File: src/rtl/nmea_rmc_field_extractor_assert.svh
// Assertion macros shared by the sentence extractor RTL.
`ifndef NMEA_RMC_FIELD_EXTRACTOR_ASSERT_SVH
`define NMEA_RMC_FIELD_EXTRACTOR_ASSERT_SVH

// Same-cycle implication, checked outside reset.
`define NMEA_RMC_ASSERT_IMP(lbl, clk, rst, ante, cons, msg) \
  lbl: assert property (@(posedge clk) disable iff (rst) (ante) |-> (cons)) \
    else $error(msg);

// Next-cycle implication, checked outside reset.
`define NMEA_RMC_ASSERT_NXT(lbl, clk, rst, ante, cons, msg) \
  lbl: assert property (@(posedge clk) disable iff (rst) (ante) |=> (cons)) \
    else $error(msg);

`endif

File: src/rtl/nmea_rmc_pkg.sv
// Types and constants for the RMC sentence field extractor.
`default_nettype none

package nmea_rmc_pkg;

  typedef logic [7:0] char_t;
  typedef logic [3:0] comma_cnt_t;

  // Characters of interest
  localparam char_t CHAR_DOLLAR = 8'h24;
  localparam char_t CHAR_COMMA  = 8'h2C;
  localparam char_t CHAR_LF     = 8'h0A;
  localparam char_t CHAR_A      = 8'h41;

  // Sentence header "$GPRMC,"
  localparam int HDR_LEN = 7;
  localparam char_t HDR_TEXT [HDR_LEN] = '{8'h24, 8'h47, 8'h50, 8'h52, 8'h4D, 8'h43, 8'h2C};

  // Field numbers (field k starts after comma k)
  localparam int FIELD_TIME     = 1;
  localparam int FIELD_STATUS   = 2;
  localparam int FIELD_LAT      = 3;
  localparam int FIELD_LAT_HEMI = 4;
  localparam int FIELD_LON      = 5;
  localparam int FIELD_LON_HEMI = 6;
  localparam int FIELD_DATE     = 9;
  localparam int MIN_COMMAS     = 9;
  localparam int COMMA_MAX      = 15;

  // Window lengths in characters
  localparam int TIME_LEN    = 6;
  localparam int DATE_LEN    = 6;
  localparam int LAT_LEN     = 8;
  localparam int LON_DEG_LEN = 3;
  localparam int LON_MIN_LEN = 6;
  localparam int LON_LEN     = LON_DEG_LEN + LON_MIN_LEN;

  // One result item
  typedef struct packed {
    logic        fix_valid;
    logic [47:0] utc_time_chars;
    logic [47:0] date_chars;
    logic [63:0] latitude_chars;
    logic [7:0]  lat_hemisphere;
    logic [23:0] lon_degree_chars;
    logic [47:0] lon_minute_chars;
    logic [7:0]  lon_hemisphere;
  } fix_t;

  // Header matcher status
  typedef struct packed {
    logic       done;
    logic [2:0] pos;
  } hdr_stat_t;

  // Sentence tracker status
  typedef struct packed {
    logic       in_sentence;
    comma_cnt_t comma_count;
  } sent_stat_t;

endpackage

`default_nettype wire

File: src/rtl/nmea_rmc_if.sv
// Valid/ready channel interfaces for received bytes and extracted fixes.
`default_nettype none

interface nmea_rmc_in_if;
  logic       valid;
  logic       ready;
  logic [7:0] rx_byte;

  modport source (output valid, output rx_byte, input ready);
  modport sink (input valid, input rx_byte, output ready);
endinterface

interface nmea_rmc_out_if;
  logic        valid;
  logic        ready;
  logic        fix_valid;
  logic [47:0] utc_time_chars;
  logic [47:0] date_chars;
  logic [63:0] latitude_chars;
  logic [7:0]  lat_hemisphere;
  logic [23:0] lon_degree_chars;
  logic [47:0] lon_minute_chars;
  logic [7:0]  lon_hemisphere;

  modport source (
    output valid, output fix_valid, output utc_time_chars, output date_chars,
    output latitude_chars, output lat_hemisphere, output lon_degree_chars,
    output lon_minute_chars, output lon_hemisphere, input ready
  );
  modport sink (
    input valid, input fix_valid, input utc_time_chars, input date_chars,
    input latitude_chars, input lat_hemisphere, input lon_degree_chars,
    input lon_minute_chars, input lon_hemisphere, output ready
  );
endinterface

`default_nettype wire

File: src/rtl/nmea_rmc_hdr.sv
// Header matcher: finds "$GPRMC," in the byte stream between sentences.
`default_nettype none

module nmea_rmc_hdr (
  input  wire logic                  clk,
  input  wire logic                  rst,
  input  wire logic                  byte_take,
  input  wire nmea_rmc_pkg::char_t   rx_byte,
  input  wire logic                  in_sentence,
  output nmea_rmc_pkg::hdr_stat_t    stat
);

  logic [2:0] pos;
  logic [2:0] pos_next;
  logic       match;
  logic       done;

  // Compare against the expected header character
  always_comb begin
    match = (rx_byte == nmea_rmc_pkg::HDR_TEXT[pos]);
    done  = byte_take && !in_sentence && match &&
            (pos == 3'(nmea_rmc_pkg::HDR_LEN - 1));
  end

  // Advance on match, restart on mismatch; a '$' restarts at one
  always_comb begin
    pos_next = pos;
    if (byte_take && !in_sentence) begin
      if (done) begin
        pos_next = '0;
      end else if (match) begin
        pos_next = pos + 3'd1;
      end else if (rx_byte == nmea_rmc_pkg::CHAR_DOLLAR) begin
        pos_next = 3'd1;
      end else begin
        pos_next = '0;
      end
    end
  end

  always_ff @(posedge clk) begin
    if (rst) begin
      pos <= '0;
    end else begin
      pos <= pos_next;
    end
  end

  assign stat.done = done;
  assign stat.pos  = pos;

endmodule

`default_nettype wire

File: src/rtl/nmea_rmc_fields.sv
// Sentence tracker: counts commas, captures field windows, forms the result.
`default_nettype none

module nmea_rmc_fields (
  input  wire logic                  clk,
  input  wire logic                  rst,
  input  wire logic                  byte_take,
  input  wire nmea_rmc_pkg::char_t   rx_byte,
  input  wire logic                  hdr_done,
  output logic                       res_valid,
  output nmea_rmc_pkg::fix_t         res,
  output nmea_rmc_pkg::sent_stat_t   stat
);

  // Control state
  logic                     in_sentence, in_sentence_next;
  nmea_rmc_pkg::comma_cnt_t comma_count, comma_count_next;
  logic                     status_pending, status_pending_next;
  logic [2:0]               rem_time, rem_time_next;
  logic [2:0]               rem_date, rem_date_next;
  logic [3:0]               rem_lat, rem_lat_next;
  logic                     rem_lath, rem_lath_next;
  logic [3:0]               rem_lon, rem_lon_next;
  logic                     rem_lonh, rem_lonh_next;

  // Payload state
  nmea_rmc_pkg::char_t status_char, status_char_next;
  nmea_rmc_pkg::char_t time_w    [nmea_rmc_pkg::TIME_LEN];
  nmea_rmc_pkg::char_t date_w    [nmea_rmc_pkg::DATE_LEN];
  nmea_rmc_pkg::char_t lat_w     [nmea_rmc_pkg::LAT_LEN];
  nmea_rmc_pkg::char_t lath_w;
  nmea_rmc_pkg::char_t lon_deg_w [nmea_rmc_pkg::LON_DEG_LEN];
  nmea_rmc_pkg::char_t lon_min_w [nmea_rmc_pkg::LON_MIN_LEN];
  nmea_rmc_pkg::char_t lonh_w;

  // Windows after this byte is captured
  nmea_rmc_pkg::char_t status_cap;
  nmea_rmc_pkg::char_t time_cap    [nmea_rmc_pkg::TIME_LEN];
  nmea_rmc_pkg::char_t date_cap    [nmea_rmc_pkg::DATE_LEN];
  nmea_rmc_pkg::char_t lat_cap     [nmea_rmc_pkg::LAT_LEN];
  nmea_rmc_pkg::char_t lath_cap;
  nmea_rmc_pkg::char_t lon_deg_cap [nmea_rmc_pkg::LON_DEG_LEN];
  nmea_rmc_pkg::char_t lon_min_cap [nmea_rmc_pkg::LON_MIN_LEN];
  nmea_rmc_pkg::char_t lonh_cap;

  // Next window values
  nmea_rmc_pkg::char_t time_w_next    [nmea_rmc_pkg::TIME_LEN];
  nmea_rmc_pkg::char_t date_w_next    [nmea_rmc_pkg::DATE_LEN];
  nmea_rmc_pkg::char_t lat_w_next     [nmea_rmc_pkg::LAT_LEN];
  nmea_rmc_pkg::char_t lath_w_next;
  nmea_rmc_pkg::char_t lon_deg_w_next [nmea_rmc_pkg::LON_DEG_LEN];
  nmea_rmc_pkg::char_t lon_min_w_next [nmea_rmc_pkg::LON_MIN_LEN];
  nmea_rmc_pkg::char_t lonh_w_next;

  logic                     take;
  logic                     is_comma;
  logic                     is_lf;
  logic                     fix_ok;
  nmea_rmc_pkg::comma_cnt_t comma_inc;
  logic [2:0]               time_idx, date_idx, lat_idx, lon_min_idx;
  logic [1:0]               lon_deg_idx;

  assign take      = byte_take && in_sentence;
  assign is_comma  = (rx_byte == nmea_rmc_pkg::CHAR_COMMA);
  assign is_lf     = (rx_byte == nmea_rmc_pkg::CHAR_LF);
  assign comma_inc = comma_count + 4'd1;

  // Window write positions, counted from the first character
  assign time_idx    = 3'(nmea_rmc_pkg::TIME_LEN) - rem_time;
  assign date_idx    = 3'(nmea_rmc_pkg::DATE_LEN) - rem_date;
  assign lat_idx     = 3'(4'(nmea_rmc_pkg::LAT_LEN) - rem_lat);
  assign lon_deg_idx = 2'(4'(nmea_rmc_pkg::LON_LEN) - rem_lon);
  assign lon_min_idx = 3'(4'(nmea_rmc_pkg::LON_MIN_LEN) - rem_lon);

  // Capture the byte into every active window and the status slot
  always_comb begin
    status_cap  = status_char;
    time_cap    = time_w;
    date_cap    = date_w;
    lat_cap     = lat_w;
    lath_cap    = lath_w;
    lon_deg_cap = lon_deg_w;
    lon_min_cap = lon_min_w;
    lonh_cap    = lonh_w;
    if (take) begin
      if (status_pending) begin
        status_cap = rx_byte;
      end
      if (rem_time != '0) begin
        time_cap[time_idx] = rx_byte;
      end
      if (rem_date != '0) begin
        date_cap[date_idx] = rx_byte;
      end
      if (rem_lat != '0) begin
        lat_cap[lat_idx] = rx_byte;
      end
      if (rem_lath) begin
        lath_cap = rx_byte;
      end
      if (rem_lon > 4'(nmea_rmc_pkg::LON_MIN_LEN)) begin
        lon_deg_cap[lon_deg_idx] = rx_byte;
      end else if (rem_lon != '0) begin
        lon_min_cap[lon_min_idx] = rx_byte;
      end
      if (rem_lonh) begin
        lonh_cap = rx_byte;
      end
    end
  end

  // Pack the result; a sentence without a valid fix reads as all zero
  always_comb begin
    fix_ok    = (status_cap == nmea_rmc_pkg::CHAR_A) &&
                (comma_count >= 4'(nmea_rmc_pkg::MIN_COMMAS));
    res_valid = take && is_lf;
    res       = '0;
    if (fix_ok) begin
      res.fix_valid = 1'b1;
      for (int k = 0; k < nmea_rmc_pkg::TIME_LEN; k++) begin
        res.utc_time_chars[8*(nmea_rmc_pkg::TIME_LEN-1-k) +: 8] = time_cap[k];
      end
      for (int k = 0; k < nmea_rmc_pkg::DATE_LEN; k++) begin
        res.date_chars[8*(nmea_rmc_pkg::DATE_LEN-1-k) +: 8] = date_cap[k];
      end
      for (int k = 0; k < nmea_rmc_pkg::LAT_LEN; k++) begin
        res.latitude_chars[8*(nmea_rmc_pkg::LAT_LEN-1-k) +: 8] = lat_cap[k];
      end
      for (int k = 0; k < nmea_rmc_pkg::LON_DEG_LEN; k++) begin
        res.lon_degree_chars[8*(nmea_rmc_pkg::LON_DEG_LEN-1-k) +: 8] = lon_deg_cap[k];
      end
      for (int k = 0; k < nmea_rmc_pkg::LON_MIN_LEN; k++) begin
        res.lon_minute_chars[8*(nmea_rmc_pkg::LON_MIN_LEN-1-k) +: 8] = lon_min_cap[k];
      end
      res.lat_hemisphere = lath_cap;
      res.lon_hemisphere = lonh_cap;
    end
  end

  // Control next state: open on header, count commas, close on newline
  always_comb begin
    in_sentence_next    = in_sentence;
    comma_count_next    = comma_count;
    status_pending_next = status_pending;
    rem_time_next       = rem_time;
    rem_date_next       = rem_date;
    rem_lat_next        = rem_lat;
    rem_lath_next       = rem_lath;
    rem_lon_next        = rem_lon;
    rem_lonh_next       = rem_lonh;
    if (hdr_done) begin
      in_sentence_next    = 1'b1;
      comma_count_next    = 4'(nmea_rmc_pkg::FIELD_TIME);
      status_pending_next = 1'b0;
      rem_time_next       = 3'(nmea_rmc_pkg::TIME_LEN);
      rem_date_next       = '0;
      rem_lat_next        = '0;
      rem_lath_next       = 1'b0;
      rem_lon_next        = '0;
      rem_lonh_next       = 1'b0;
    end else if (take) begin
      status_pending_next = 1'b0;
      if (rem_time != '0) rem_time_next = rem_time - 3'd1;
      if (rem_date != '0) rem_date_next = rem_date - 3'd1;
      if (rem_lat != '0) rem_lat_next = rem_lat - 4'd1;
      if (rem_lon != '0) rem_lon_next = rem_lon - 4'd1;
      rem_lath_next = 1'b0;
      rem_lonh_next = 1'b0;
      if (is_comma && (comma_count != 4'(nmea_rmc_pkg::COMMA_MAX))) begin
        comma_count_next = comma_inc;
        if (comma_inc == 4'(nmea_rmc_pkg::FIELD_STATUS)) status_pending_next = 1'b1;
        if (comma_inc == 4'(nmea_rmc_pkg::FIELD_LAT)) begin
          rem_lat_next = 4'(nmea_rmc_pkg::LAT_LEN);
        end
        if (comma_inc == 4'(nmea_rmc_pkg::FIELD_LAT_HEMI)) rem_lath_next = 1'b1;
        if (comma_inc == 4'(nmea_rmc_pkg::FIELD_LON)) begin
          rem_lon_next = 4'(nmea_rmc_pkg::LON_LEN);
        end
        if (comma_inc == 4'(nmea_rmc_pkg::FIELD_LON_HEMI)) rem_lonh_next = 1'b1;
        if (comma_inc == 4'(nmea_rmc_pkg::FIELD_DATE)) begin
          rem_date_next = 3'(nmea_rmc_pkg::DATE_LEN);
        end
      end
      if (is_lf) begin
        in_sentence_next    = 1'b0;
        comma_count_next    = '0;
        status_pending_next = 1'b0;
        rem_time_next       = '0;
        rem_date_next       = '0;
        rem_lat_next        = '0;
        rem_lath_next       = 1'b0;
        rem_lon_next        = '0;
        rem_lonh_next       = 1'b0;
      end
    end
  end

  // Payload next state: clear at sentence start, keep captures otherwise
  always_comb begin
    if (hdr_done) begin
      status_char_next = '0;
      time_w_next      = '{default: '0};
      date_w_next      = '{default: '0};
      lat_w_next       = '{default: '0};
      lath_w_next      = '0;
      lon_deg_w_next   = '{default: '0};
      lon_min_w_next   = '{default: '0};
      lonh_w_next      = '0;
    end else begin
      status_char_next = status_cap;
      time_w_next      = time_cap;
      date_w_next      = date_cap;
      lat_w_next       = lat_cap;
      lath_w_next      = lath_cap;
      lon_deg_w_next   = lon_deg_cap;
      lon_min_w_next   = lon_min_cap;
      lonh_w_next      = lonh_cap;
    end
  end

  always_ff @(posedge clk) begin
    if (rst) begin
      in_sentence    <= 1'b0;
      comma_count    <= '0;
      status_pending <= 1'b0;
      rem_time       <= '0;
      rem_date       <= '0;
      rem_lat        <= '0;
      rem_lath       <= 1'b0;
      rem_lon        <= '0;
      rem_lonh       <= 1'b0;
    end else begin
      in_sentence    <= in_sentence_next;
      comma_count    <= comma_count_next;
      status_pending <= status_pending_next;
      rem_time       <= rem_time_next;
      rem_date       <= rem_date_next;
      rem_lat        <= rem_lat_next;
      rem_lath       <= rem_lath_next;
      rem_lon        <= rem_lon_next;
      rem_lonh       <= rem_lonh_next;
    end
  end

  always_ff @(posedge clk) begin
    status_char <= status_char_next;
    time_w      <= time_w_next;
    date_w      <= date_w_next;
    lat_w       <= lat_w_next;
    lath_w      <= lath_w_next;
    lon_deg_w   <= lon_deg_w_next;
    lon_min_w   <= lon_min_w_next;
    lonh_w      <= lonh_w_next;
  end

  assign stat.in_sentence = in_sentence;
  assign stat.comma_count = comma_count;

endmodule

`default_nettype wire

File: src/rtl/nmea_rmc_outreg.sv
// Result register: holds one extracted fix until the sink takes it.
`default_nettype none

module nmea_rmc_outreg (
  input  wire logic               clk,
  input  wire logic               rst,
  input  wire logic               load,
  input  wire nmea_rmc_pkg::fix_t d,
  nmea_rmc_out_if.source          fix
);

  logic               valid;
  logic               valid_next;
  nmea_rmc_pkg::fix_t data;

  // Set on load, drop once the transaction completes
  always_comb begin
    valid_next = valid;
    if (load) begin
      valid_next = 1'b1;
    end else if (fix.ready) begin
      valid_next = 1'b0;
    end
  end

  always_ff @(posedge clk) begin
    if (rst) begin
      valid <= 1'b0;
    end else begin
      valid <= valid_next;
    end
  end

  always_ff @(posedge clk) begin
    if (load) begin
      data <= d;
    end
  end

  assign fix.valid            = valid;
  assign fix.fix_valid        = data.fix_valid;
  assign fix.utc_time_chars   = data.utc_time_chars;
  assign fix.date_chars       = data.date_chars;
  assign fix.latitude_chars   = data.latitude_chars;
  assign fix.lat_hemisphere   = data.lat_hemisphere;
  assign fix.lon_degree_chars = data.lon_degree_chars;
  assign fix.lon_minute_chars = data.lon_minute_chars;
  assign fix.lon_hemisphere   = data.lon_hemisphere;

endmodule

`default_nettype wire

File: src/rtl/nmea_rmc_field_extractor.sv
// Top level of the RMC sentence field extractor.
`default_nettype none
`include "nmea_rmc_field_extractor_assert.svh"

// Takes one received character per cycle on rx while rx.ready is high and emits
// one fix transaction on fix for every newline that closes a "$GPRMC," sentence,
// in the cycle after the newline is taken. Each byte is handled by the header
// matcher and the sentence tracker, whose result goes straight into the output
// register, so the sustained rate is one byte per clock unless stalled. rx.ready
// falls only while a finished fix sits in the output register and fix.ready is
// low; the register stage is the only buffering. Fields of a sentence whose
// status is not 'A' or that has fewer than nine commas come out as zero.

module nmea_rmc_field_extractor (
  input  wire logic      clk,
  input  wire logic      rst,
  nmea_rmc_in_if.sink    rx,
  nmea_rmc_out_if.source fix
);

  logic                     rx_take;
  nmea_rmc_pkg::hdr_stat_t  hdr_stat;
  nmea_rmc_pkg::sent_stat_t sent_stat;
  logic                     res_valid;
  nmea_rmc_pkg::fix_t       res;

  // Accept while the result register is free or draining
  assign rx.ready = !fix.valid || fix.ready;
  assign rx_take  = rx.valid && rx.ready;

  nmea_rmc_hdr u_hdr (
    .clk         (clk),
    .rst         (rst),
    .byte_take   (rx_take),
    .rx_byte     (rx.rx_byte),
    .in_sentence (sent_stat.in_sentence),
    .stat        (hdr_stat)
  );

  nmea_rmc_fields u_fields (
    .clk       (clk),
    .rst       (rst),
    .byte_take (rx_take),
    .rx_byte   (rx.rx_byte),
    .hdr_done  (hdr_stat.done),
    .res_valid (res_valid),
    .res       (res),
    .stat      (sent_stat)
  );

  nmea_rmc_outreg u_outreg (
    .clk  (clk),
    .rst  (rst),
    .load (res_valid),
    .d    (res),
    .fix  (fix)
  );

  `NMEA_RMC_ASSERT_IMP(a_hdr_idle_in_sentence, clk, rst, sent_stat.in_sentence, hdr_stat.pos == 3'd0, "header matcher active inside a sentence")
  `NMEA_RMC_ASSERT_IMP(a_comma_nonzero, clk, rst, sent_stat.in_sentence, sent_stat.comma_count != 4'd0, "comma count zero inside a sentence")
  `NMEA_RMC_ASSERT_NXT(a_hdr_opens, clk, rst, hdr_stat.done, sent_stat.in_sentence && (sent_stat.comma_count == 4'd1), "header did not open a sentence")
  `NMEA_RMC_ASSERT_NXT(a_lf_emits, clk, rst, rx_take && sent_stat.in_sentence && (rx.rx_byte == nmea_rmc_pkg::CHAR_LF), fix.valid && !sent_stat.in_sentence, "newline did not emit a fix")

endmodule

`default_nettype wire
File: src/flat_wrapper.sv
// flat-port wrapper written by rule: the top's interface ports become plain ports
module nmea_rmc_field_extractor_flat 
  (clk, rst, rx_valid, rx_rx_byte, rx_ready, fix_valid, fix_fix_valid, fix_utc_time_chars, fix_date_chars, fix_latitude_chars, fix_lat_hemisphere, fix_lon_degree_chars, fix_lon_minute_chars, fix_lon_hemisphere, fix_ready);
  nmea_rmc_in_if rx_i ();
  nmea_rmc_out_if fix_i ();
  input  wire logic clk;
  input  wire logic rst;
  input wire logic [$bits(rx_i.valid)-1:0] rx_valid;
  input wire logic [$bits(rx_i.rx_byte)-1:0] rx_rx_byte;
  output wire logic [$bits(rx_i.ready)-1:0] rx_ready;
  output wire logic [$bits(fix_i.valid)-1:0] fix_valid;
  output wire logic [$bits(fix_i.fix_valid)-1:0] fix_fix_valid;
  output wire logic [$bits(fix_i.utc_time_chars)-1:0] fix_utc_time_chars;
  output wire logic [$bits(fix_i.date_chars)-1:0] fix_date_chars;
  output wire logic [$bits(fix_i.latitude_chars)-1:0] fix_latitude_chars;
  output wire logic [$bits(fix_i.lat_hemisphere)-1:0] fix_lat_hemisphere;
  output wire logic [$bits(fix_i.lon_degree_chars)-1:0] fix_lon_degree_chars;
  output wire logic [$bits(fix_i.lon_minute_chars)-1:0] fix_lon_minute_chars;
  output wire logic [$bits(fix_i.lon_hemisphere)-1:0] fix_lon_hemisphere;
  input wire logic [$bits(fix_i.ready)-1:0] fix_ready;
  assign rx_i.valid = rx_valid;
  assign rx_i.rx_byte = rx_rx_byte;
  assign rx_ready = rx_i.ready;
  assign fix_valid = fix_i.valid;
  assign fix_fix_valid = fix_i.fix_valid;
  assign fix_utc_time_chars = fix_i.utc_time_chars;
  assign fix_date_chars = fix_i.date_chars;
  assign fix_latitude_chars = fix_i.latitude_chars;
  assign fix_lat_hemisphere = fix_i.lat_hemisphere;
  assign fix_lon_degree_chars = fix_i.lon_degree_chars;
  assign fix_lon_minute_chars = fix_i.lon_minute_chars;
  assign fix_lon_hemisphere = fix_i.lon_hemisphere;
  assign fix_i.ready = fix_ready;
  nmea_rmc_field_extractor u_core (.clk(clk), .rst(rst), .rx(rx_i), .fix(fix_i));
endmodule
File: config.mk
export PLATFORM = sky130hd
export DESIGN_NAME = nmea_rmc_field_extractor_flat
export DESIGN_NICKNAME = d
export VERILOG_FILES = /design/src/rtl/nmea_rmc_pkg.sv /design/src/rtl/nmea_rmc_if.sv /design/src/rtl/nmea_rmc_hdr.sv /design/src/rtl/nmea_rmc_fields.sv /design/src/rtl/nmea_rmc_outreg.sv /design/src/rtl/nmea_rmc_field_extractor.sv /design/src/flat_wrapper.sv
export VERILOG_INCLUDE_DIRS = /design/src /design/src/rtl
export SDC_FILE = /design/constraint.sdc
export NUM_CORES = 1
export LEC_CHECK = 0
export ABC_AREA = 1
export ABC_CLOCK_PERIOD_IN_PS = 22000
export BUFFER_PORTS_ARGS = -buffer_cell sky130_fd_sc_hd__buf_2
export CAP_MARGIN = 5
export CORE_ASPECT_RATIO = 1.25
export CORE_MARGIN = 10
export CORE_UTILIZATION = 56
export CTS_CLUSTER_DIAMETER = 40
export DETAILED_ROUTE_END_ITERATION = 10
export GPL_TIMING_DRIVEN = 0
export PLACE_DENSITY = 0.76
export SLEW_MARGIN = 10
export SYNTH_ARGS = -nofsm -noshare
export SYNTH_HDL_FRONTEND = slang
export SYNTH_SLANG_ARGS = --single-unit
File: constraint.sdc
create_clock -name clk -period 22 [get_ports clk]
set_clock_uncertainty 0.15 [all_clocks]
set_input_delay 4.4 -clock clk [delete_from_list [all_inputs] [get_ports clk]]
set_output_delay 4.4 -clock clk [all_outputs]
set_load 0.05 [all_outputs]
==> results of run 1 <==
==> cell type report <==
| cell class | count | area (um2) | share of cell area (%) |
|---|---|---|---|
| diodes | 1 | 2.502 | 0.008908 |
| plain buffers | 176 | 868.3 | 3.091 |
| clock buffers | 69 | 1577 | 5.612 |
| clock inverters | 39 | 414.1 | 1.474 |
| inverters | 547 | 2056 | 7.318 |
| multi-input cells | 1300 | 7926 | 28.22 |
| flip-flops and latches | 531 | 13120 | 46.71 |
| well taps | 559 | 699.4 | 2.490 |
| repair buffers | 261 | 1426 | 5.078 |
==> layer usage <==
metal / vias to the layer above / GRT usage (%) / routed length (um)
met5: - / 0 / 20
met1: 8570 / 28.32 / 24250
li1: 8862 / - / -
met4: 2 / 8.582 / 2045
met3: 147 / 4.208 / 4438
met2: 648 / 41.97 / 31630
==> cell families after synthesis <==
group	count (synthesis)	synth area share [%]
DFF	531	54.76
and+or+nand+nor	765	18.31
AOI/OAI and AO/OA	501	13.16
adders and majority gates	21	1.096
xor gates and xnor gates	13	0.4751
buffers and inverters	723	12.20
==> cell usage after synthesis, drive strengths merged, types with 2 or more instances <==
cell / n
inv: 544
xor2: 8
nand2: 363
buf: 125
and2: 2
nand3: 64
dfxtp: 282
o21a: 16
a21oi: 57
nand4: 3
o21ai: 218
clkbuf: 51
xnor2: 5
o21bai: 160
edfxtp: 249
clkinv: 3
ha: 21
o211ai: 48
nor3: 258
nor2: 74
==> through the flow <==
step	setup slack, ns	total power, W	hold slack [ns]	utilization, %
2_1_floorplan	5.429	0.001057	0.2910	-
3_3_place_gp	1.263	0.001069	0.3020	61.53
3_5_place_dp	12.56	0.001070	0.3121	61.93
4_1_cts	12.56	0.002057	0.3224	66.65
5_1_grt	12.53	0.002095	0.3488	66.65
6_report	12.56	0.002044	0.3191	66.65
==> registers in the layout (all words and copies together) (netlist names), 24 cells and up <==
register and cells:
u_core.u_outreg.fix.lon_degree_chars 24, u_core.u_fields.date_w 48, u_core.u_outreg.fix.latitude_chars 64, u_core.u_outreg.fix.lon_minute_chars 48
u_core.u_outreg.fix.utc_time_chars 48, u_core.u_fields.lon_deg_w 24, u_core.u_fields.time_w 48, u_core.u_fields.lat_w 64
u_core.u_outreg.fix.date_chars 48, u_core.u_fields.lon_min_w 48
==> power groups by stage <==
stage | Clock, W | Combinational, W | Sequential [W]
floorplan | 0 | 0.0000115 | 0.00105
global placement | 0 | 0.0000237 | 0.00105
detailed placement | 0 | 0.0000242 | 0.00105
CTS | 0.00101 | 0.0000244 | 0.00102
global route | 0.00105 | 0.0000254 | 0.00102
finish | 0.000995 | 0.0000245 | 0.00102
==> critical path: stages <==
cell and delay, ns:
buf_2 0.08, inv_2 0.03, nand2_4 0.09, buf_2 0.28
==> final timing paths <==
| check | end | slack [ns] | cells past startpoint |
|---|---|---|---|
| max | rx_ready | 12.56 | 4 |
| min | u_core.u_fields.rem_lonh | 0.32 | 2 |
| max reg2reg | u_core.u_outreg.fix.latitude_chars[63] | 18.89 | 11 |
| min reg2reg | u_core.u_fields.rem_lonh | 0.32 | 2 |
==> flow_summary.json, run 1 <==
{
  "post-route-min-period_ns": 9.441,
  "outcome": "finished, final reports clean",
  "placed_area_mm2": 0.02610,
  "dieHeight_um": 251.3,
  "final_hold_viol_count": 0,
  "async_flop_share_pct": 0,
  "dp_hpwl_um": 43520,
  "remaining_drc_errors": 0,
  "finalSetupViolations": 0,
  "final_cell_mix": "inv_1, nand2_1, buf_2",
  "synth_enable_flop_cells": 249,
  "instances_no_fill": 3483,
  "crit_type": "in2out",
  "clk_pin_slew_ns": 0.07,
  "clkPwrFrac_pct": 48.7,
  "drive_gt1_share_pct": 23.85,
  "cts_buffers": 58,
  "gp_congestion": 0.8688,
  "synth_area_leaders": "edfxtp_1, dfxtp_1, inv_1",
  "clock_sinks": 531,
  "vias_per_cell": 5.234,
  "p_switching_w": 0.0004376,
  "gr-total-overflow": 0,
  "p_seq_share_pct": 50.1,
  "startpoint": "fix_ready",
  "slew_headroom_pct": 33.50,
  "post-cts-setup-buffers": 0,
  "io_buffers": 253,
  "drt_iter0_drc": 1157,
  "finalMaxSlewViolations": 0,
  "first_pass_iters": 6,
  "grt_pass1_wl_um": 97440,
  "ios": 263,
  "yosys_warnings": 0,
  "rows": 84,
  "die-area_mm2": 0.05152,
  "core_mm2": 0.04215,
  "r2r-start": "u_core.u_outreg.fix.valid",
  "crit_required_ns": 17.45,
  "swShare_pct": 21.41,
  "avgSynthCellArea_um2": 9.384,
  "grt_pass1_vias": 17720,
  "place_inst": 3374,
  "ys_types": 39,
  "cap_violations": 0,
  "gr-usage-all-layers_pct": 23.77,
  "stdcell_area_mm2": 0.02809,
  "grt_setup_unrepaired": "false",
  "fp.dieW_um": 205.0,
  "cts_tree": "done",
  "hold_class": "reg2reg",
  "ctsResizeCount": 0,
  "ir_drop_v": 0.00007396,
  "htreeDepth": 2,
  "cts-root-buf": "clkbuf_16",
  "synth_seq_cells": 531,
  "final_common_cell": "inv_1",
  "worstMarginPinSlew_ns": 0.9975,
  "pwr-share-comb_pct": 1.2,
  "area_delta_synth_final_pct": 17.22,
  "grt_start_max_net_pins": 38,
  "routed_wl_um": 62390,
  "clk_path_buf_depth": 3,
  "clk_latency_ns": 0.60,
  "cp_max_fo": 4,
  "routedWlPerCell_um": 17.91,
  "static-leakage-power_nw": 10.90,
  "syn-num-nets": 2587,
  "layout.nets": 2908,
  "grt_antenna_before_repair": 2,
  "worst-endpoint-arrival_ns": 4.89,
  "powerDensity_mw_per_mm2": 72.75,
  "synth_top_area_cell": "edfxtp_1",
  "ctsHoldBuffers": 0,
  "ant_nets": 0,
  "finalSetupTns_ns": 0,
  "internal_power_w": 0.001606,
  "worstHoldStart": "u_core.u_fields.rem_lonh",
  "start_kind": "input pin",
  "synth_seq_area_share_pct": 54.76,
  "ys.flop_type": "dfxtp_1",
  "synth_cells": 2554,
  "fillers": 3286,
  "dr_total_vias": 18230,
  "crit_path_end_kind": "output port",
  "syn_area_mm2": 0.02397,
  "synth_top_cell_area_share_pct": 31.20,
  "fmaxAchievable_ghz": 0.1059,
  "min_period_over_period_pct": 42.92,
  "start_util_pct": 56.86
}
Power figures use the tool's default switching activity.
==> run 2, diff against run 1 <==
--- a/config.mk
+++ b/config.mk
@@ -7,16 +7,16 @@
 export NUM_CORES = 1
 export LEC_CHECK = 0
 export ABC_AREA = 1
-export ABC_CLOCK_PERIOD_IN_PS = 22000
+export ABC_CLOCK_PERIOD_IN_PS = 8180
 export BUFFER_PORTS_ARGS = -buffer_cell sky130_fd_sc_hd__buf_2
 export CAP_MARGIN = 5
 export CORE_ASPECT_RATIO = 1.25
 export CORE_MARGIN = 10
-export CORE_UTILIZATION = 56
+export CORE_UTILIZATION = 53
 export CTS_CLUSTER_DIAMETER = 40
 export DETAILED_ROUTE_END_ITERATION = 10
 export GPL_TIMING_DRIVEN = 0
-export PLACE_DENSITY = 0.76
+export PLACE_DENSITY = 0.75
 export SLEW_MARGIN = 10
 export SYNTH_ARGS = -nofsm -noshare
 export SYNTH_HDL_FRONTEND = slang
==> constraint.sdc (replaced) <==
create_clock -name clk -period 8.18 [get_ports clk]
set_clock_uncertainty 0.15 [all_clocks]
set_input_delay 1.636 -clock clk [delete_from_list [all_inputs] [get_ports clk]]
set_output_delay 1.636 -clock clk [all_outputs]
set_load 0.05 [all_outputs]
==> run 2 against run 1 <==
Utilization down 4.2 points; clock-buffer cell count is 1 lower; critical path type is now in2reg; non-clock buffer count is the same; largest cell class unchanged; setup slack got worse by 8.4 ns; wire length up 1.6%; register-to-register slack worse by 14 ns; critical path depth grew 5.
==> flow_summary.json, run 2 (synthesis results as in run 1) <==
{
  "critPathMaxStageDelay_ns": 0.75,
  "static-leakage-power_nw": 10.86,
  "clock_sinks": 531,
  "worst-r2r-cell-count": 11,
  "crit_path_end_kind": "register",
  "worstHoldStart": "u_core.u_fields.status_pending",
  "place_inst": 3393,
  "finalSetupViolations": 0,
  "instances_no_fill": 3503,
  "crit_slowest_cell": "nor2_4",
  "p_switching_w": 0.001180,
  "fillers": 3688,
  "grt_pass1_vias": 17800,
  "fmaxAchievable_ghz": 0.2469,
  "layout.nets": 2907,
  "io_buffers": 253,
  "vias_per_cell": 5.240,
  "drt_iter0_drc": 1402,
  "crit_type": "in2reg",
  "start_util_pct": 53.31,
  "ant_nets": 0,
  "min_period_over_period_pct": 49.52,
  "grt_start_max_net_pins": 37,
  "final_common_cell": "inv_1",
  "grt_antenna_before_repair": 3,
  "routed_wl_um": 63420,
  "cpMostUsedCell": "buf_12",
  "whs_ns": 0.3262,
  "ir_drop_v": 0.0001631,
  "gp_congestion": 0.8946,
  "clkPwrFrac_pct": 48.2,
  "die-area_mm2": 0.05418,
  "worstMarginPinSlew_ns": 1.075,
  "ios": 263,
  "start_kind": "input pin",
  "grt_setup_unrepaired": "false",
  "hold_class": "reg2reg",
  "cts-root-buf": "clkbuf_16",
  "ctsResizeCount": 0,
  "core_mm2": 0.04496,
  "gr-total-overflow": 0,
  "final_cell_mix": "inv_1, nand2_1, buf_2",
  "htreeDepth": 2,
  "post-route-min-period_ns": 4.050,
  "dp_hpwl_um": 44760,
  "crit_chain": "buf_2, inv_2, nand2_1, nor3_1, nand2_1, nor2_4, buf_12, buf_12, buf_12",
  "clk_latency_ns": 0.61,
  "outcome": "finished, final reports clean",
  "fp.dieW_um": 210.2,
  "finalSetupTns_ns": 0,
  "hold_end": "u_core.u_fields.status_pending",
  "r2r_end": "u_core.u_outreg.fix.lon_degree_chars[23]",
  "slew_headroom_pct": 28.34,
  "dieHeight_um": 257.7,
  "cts_buffers": 57,
  "dr_total_vias": 18360,
  "first_pass_iters": 6,
  "gr-usage-all-layers_pct": 22.74,
  "finalMaxSlewViolations": 0,
  "worst-endpoint-arrival_ns": 4.18,
  "grt_pass1_wl_um": 98010,
  "cap_violations": 0,
  "whs_path_depth": 2,
  "cp_max_fo": 36,
  "clk_pin_slew_ns": 0.06,
  "finalPower_w": 0.005444,
  "final_hold_viol_count": 0,
  "powerDensity_mw_per_mm2": 194.0,
  "internal_power_w": 0.004264,
  "remaining_drc_errors": 0,
  "crit_required_ns": 8.31,
  "post-cts-setup-buffers": 0,
  "ctsHoldBuffers": 0,
  "drive_gt1_share_pct": 23.75,
  "rows": 87,
  "swShare_pct": 21.68,
  "reg2reg_setup_slack_ns": 4.95,
  "routedWlPerCell_um": 18.10,
  "cts_tree": "done",
  "p_seq_share_pct": 50.6,
  "area_delta_synth_final_pct": 17.10,
  "r2r-start": "u_core.u_outreg.fix.valid",
  "clk_path_buf_depth": 3,
  "pwr-share-comb_pct": 1.2
}
[run 2: cell count changes in the layout (fill, tap and decap cells not counted), sizes merged]
cell,before,now
clkbuf,120,119
clkinv,25,17
clkinvlp,4,7
diode,1,3
inv,552,557
[run 2: layout make-up]
class | count | area [um2] | share of cell area (%)
Antenna cell | 3 | 7.507 | 0.02675
Buffer | 176 | 868.3 | 3.094
Clock buffer | 68 | 1509 | 5.377
Clock inverter | 39 | 410.4 | 1.462
Inverter | 547 | 2056 | 7.325
Multi-Input combinational cell | 1300 | 7926 | 28.24
Sequential cell | 531 | 13120 | 46.76
Tap cell | 578 | 723.2 | 2.577
Timing Repair Buffer | 261 | 1441 | 5.136
[run 2: through the flow]
step | setup slack (ns) | cell area [um2] | utilization (%)
floorplan | 1.501 | 23970 | -
global placement | -0.1273 | 25960 | 57.75
detailed placement | 3.532 | 26140 | 58.14
global route | 3.969 | 28060 | 62.43
finish | 4.130 | 28060 | 62.43
CTS | 4.149 | 28060 | 62.41
[run 2: per-layer routing]
metal  vias up  global-route usage (%)  wire length [um]
met1      8678                   26.87             24800
met3       168                   3.890              4312
li1       8863                       -                 -
met5         -                       0                 0
met2       648                   39.81             31720
met4         0                   10.06              2579
[run 2: how the worst max path moves through the flow]
stage | start | endpoint | slack [ns] | cells after the start
2_1_floorplan | rx_rx_byte[2] | u_core.u_fields.in_sentence | 1.50 | 9
3_3_place_gp | rx_rx_byte[2] | u_core.u_fields.in_sentence | -0.13 | 9
3_5_place_dp | rx_rx_byte[2] | u_core.u_outreg.fix.latitude_chars[11] | 3.53 | 9
4_1_cts | rx_rx_byte[2] | u_core.u_outreg.fix.latitude_chars[11] | 4.15 | 9
5_1_grt | rx_rx_byte[2] | u_core.u_outreg.fix.latitude_chars[11] | 3.97 | 9
6_report | rx_rx_byte[2] | u_core.u_outreg.fix.latitude_chars[16] | 4.13 | 9
[run 2: power by group through the flow]
stage | Sequential [W] | Clock, W | Combinational (W)
after CTS | 0.00275 | 0.00265 | 0.0000642
final | 0.00275 | 0.00262 | 0.0000658
after detailed placement | 0.00281 | 0 | 0.0000641
after global routing | 0.00275 | 0.00275 | 0.0000680
after floorplan | 0.00281 | 0 | 0.0000310
after global placement | 0.00281 | 0 | 0.0000634
[run 2: worst max-delay path, delay by kind of cell]
| family | cells | cell delay, ns |
|---|---|---|
| simple gates | 4 | 1.31 |
| buf+inv | 5 | 1.18 |
==> run 3, diff against run 2 <==
--- a/config.mk
+++ b/config.mk
@@ -7,16 +7,16 @@
 export NUM_CORES = 1
 export LEC_CHECK = 0
 export ABC_AREA = 1
-export ABC_CLOCK_PERIOD_IN_PS = 8180
+export ABC_CLOCK_PERIOD_IN_PS = 3900
 export BUFFER_PORTS_ARGS = -buffer_cell sky130_fd_sc_hd__buf_2
 export CAP_MARGIN = 5
 export CORE_ASPECT_RATIO = 1.25
 export CORE_MARGIN = 10
-export CORE_UTILIZATION = 53
+export CORE_UTILIZATION = 56
 export CTS_CLUSTER_DIAMETER = 40
 export DETAILED_ROUTE_END_ITERATION = 10
 export GPL_TIMING_DRIVEN = 0
-export PLACE_DENSITY = 0.75
+export PLACE_DENSITY = 0.76
 export SLEW_MARGIN = 10
 export SYNTH_ARGS = -nofsm -noshare
 export SYNTH_HDL_FRONTEND = slang
==> constraint.sdc (replaced) <==
create_clock -name clk -period 3.9 [get_ports clk]
set_clock_uncertainty 0.15 [all_clocks]
set_input_delay 0.78 -clock clk [delete_from_list [all_inputs] [get_ports clk]]
set_output_delay 0.78 -clock clk [all_outputs]
set_load 0.05 [all_outputs]
==> run 3 against run 2 <==
Final area about the same; clock power increased by 100%; cell count decreased by 0.63%; clock-buffer cell count decreased by 2; utilization increased by 4.2 points; via count decreased by 0.53%; register-to-register slack got worse by 4.3 ns; first-iteration DRC count about the same; setup slack got worse by 3.5 ns; critical path type is now reg2reg; critical endpoint is now u_core.u_outreg.fix.lat_hemisphere[7]; largest power group unchanged.
==> flow_summary.json, run 3 (synthesis results as in run 1) <==
{
  "outcome": "finished, final reports clean",
  "cts_tree": "done",
  "finalMaxSlewViolations": 0,
  "slew_headroom_pct": 25.57,
  "dp_hpwl_um": 43700,
  "area_delta_synth_final_pct": 17.08,
  "core_mm2": 0.04215,
  "internal_power_w": 0.008847,
  "start_kind": "register",
  "cp_max_fo": 10,
  "crit_required_ns": 4.06,
  "cts_buffers": 55,
  "grt_setup_unrepaired": "false",
  "remaining_drc_errors": 0,
  "static-leakage-power_nw": 10.85,
  "die-area_mm2": 0.05152,
  "whs_ns": 0.3227,
  "routedWlPerCell_um": 17.89,
  "clkPwrFrac_pct": 47.3,
  "fillers": 3326,
  "ir_drop_v": 0.0003792,
  "layout.nets": 2906,
  "cap_violations": 0,
  "htreeDepth": 2,
  "ctsHoldBuffers": 0,
  "p_seq_share_pct": 51.4,
  "clk_latency_ns": 0.58,
  "fmaxAchievable_ghz": 0.3089,
  "post-cts-setup-buffers": 0,
  "clk_path_buf_depth": 3,
  "post-route-min-period_ns": 3.237,
  "dieHeight_um": 251.3,
  "rows": 84,
  "ctsResizeCount": 0,
  "min_period_over_period_pct": 83.00,
  "grt_pass1_vias": 17420,
  "gr-total-overflow": 0,
  "worstMarginPinSlew_ns": 1.116,
  "cts-root-buf": "clkbuf_16",
  "hold_class": "reg2reg",
  "ios": 263,
  "gp_congestion": 0.8779,
  "start_util_pct": 56.86,
  "vias_per_cell": 5.246,
  "swShare_pct": 21.34,
  "fp.dieW_um": 205.0,
  "clk_pin_slew_ns": 0.07,
  "io_buffers": 253,
  "drive_gt1_share_pct": 23.91,
  "powerDensity_mw_per_mm2": 400.8,
  "crit_path_end_kind": "register",
  "stdcell_area_mm2": 0.02806,
  "dr_total_vias": 18260,
  "finalSetupViolations": 0,
  "final_cell_mix": "inv_1, nand2_1, buf_2",
  "final_common_cell": "inv_1",
  "gr-usage-all-layers_pct": 23.52,
  "clock_sinks": 531,
  "grt_antenna_before_repair": 4,
  "final_hold_viol_count": 0,
  "grt_pass1_wl_um": 96360,
  "drt_iter0_drc": 1401,
  "crit_type": "reg2reg",
  "routed_wl_um": 62290,
  "pwr-share-comb_pct": 1.3,
  "worst-endpoint-arrival_ns": 3.40,
  "placed_area_mm2": 0.02620,
  "p_switching_w": 0.002400,
  "grt_start_max_net_pins": 35,
  "first_pass_iters": 7,
  "ant_nets": 0
}
-- run 3: cell types whose count changed in the layout (fill, tap and decap cells not counted), moves of 3 or more --
cell,change
clkinvlp_4,+4
clkinv_2,+3
nand2_1,-3
inv_6,-3
-- run 3: final timing paths --
| path | depth (start not counted) | startpoint | end | slack [ns] |
|---|---|---|---|---|
| setup / recovery | 11 | u_core.u_outreg.fix.valid | u_core.u_outreg.fix.lat_hemisphere[7] | 0.66 |
| hold / removal | 2 | u_core.u_fields.rem_lonh | u_core.u_fields.rem_lonh | 0.32 |
| setup reg to reg | 11 | u_core.u_outreg.fix.valid | u_core.u_outreg.fix.lat_hemisphere[7] | 0.66 |
| hold reg to reg | 2 | u_core.u_fields.rem_lonh | u_core.u_fields.rem_lonh | 0.32 |
-- run 3: cell type report --
type                    count  area [um2]  area share [%]
repair buffers            262        1469           5.235
well taps                 559       699.4           2.493
clock inverters            37       355.3           1.266
diodes                      3       7.507         0.02675
flip-flops and latches    531       13120           46.77
inverters                 547        2066           7.362
clock buffers              66        1501           5.351
plain buffers             176       889.6           3.170
multi-input cells        1300        7949           28.33
-- run 3: worst max-delay path, cell delays in order (launching register included) --
cell,delay [ns]
dfxtp_1,0.37
nand2_4,0.14
nand3_4,0.08
inv_2,0.07
nand2_2,0.11
buf_6,0.17
nand2_1,0.07
o21ai_2,0.06
nand3_2,0.20
clkbuf_1,0.86
buf_2,0.55
nor3_2,0.13
-- run 3: metal layers --
| layer | routed length [um] | GRT usage (%) |
|---|---|---|
| met1 | 24360 | 28.25 |
| met2 | 31240 | 40.68 |
| met3 | 4463 | 4.324 |
| met4 | 2213 | 9.592 |
| met5 | 9 | 0 |
-- run 3: through the flow --
step / instances / total power, W / utilization, % / setup WS (ns) / TNS (ns)
floorplan: 2554 / 0.005969 / - / -1.787 / -432.48
global placement: 3366 / 0.006039 / 61.67 / -3.292 / -792.81
detailed placement: 3375 / 0.006040 / 62.15 / 0.2054 / 0
CTS: 3478 / 0.01131 / 66.56 / 0.6973 / 0
global route: 3481 / 0.01151 / 66.58 / 0.6128 / 0
finish: 3481 / 0.01125 / 66.58 / 0.6629 / 0
-- run 3: power groups by stage --
stage	clock network, W	registers, W	logic, W
final	0.00533	0.00578	0.000145
after global routing	0.00559	0.00577	0.000149
after CTS	0.00539	0.00578	0.000142
after floorplan	0	0.00590	0.0000705
after detailed placement	0	0.00590	0.000141
after global placement	0	0.00590	0.000140
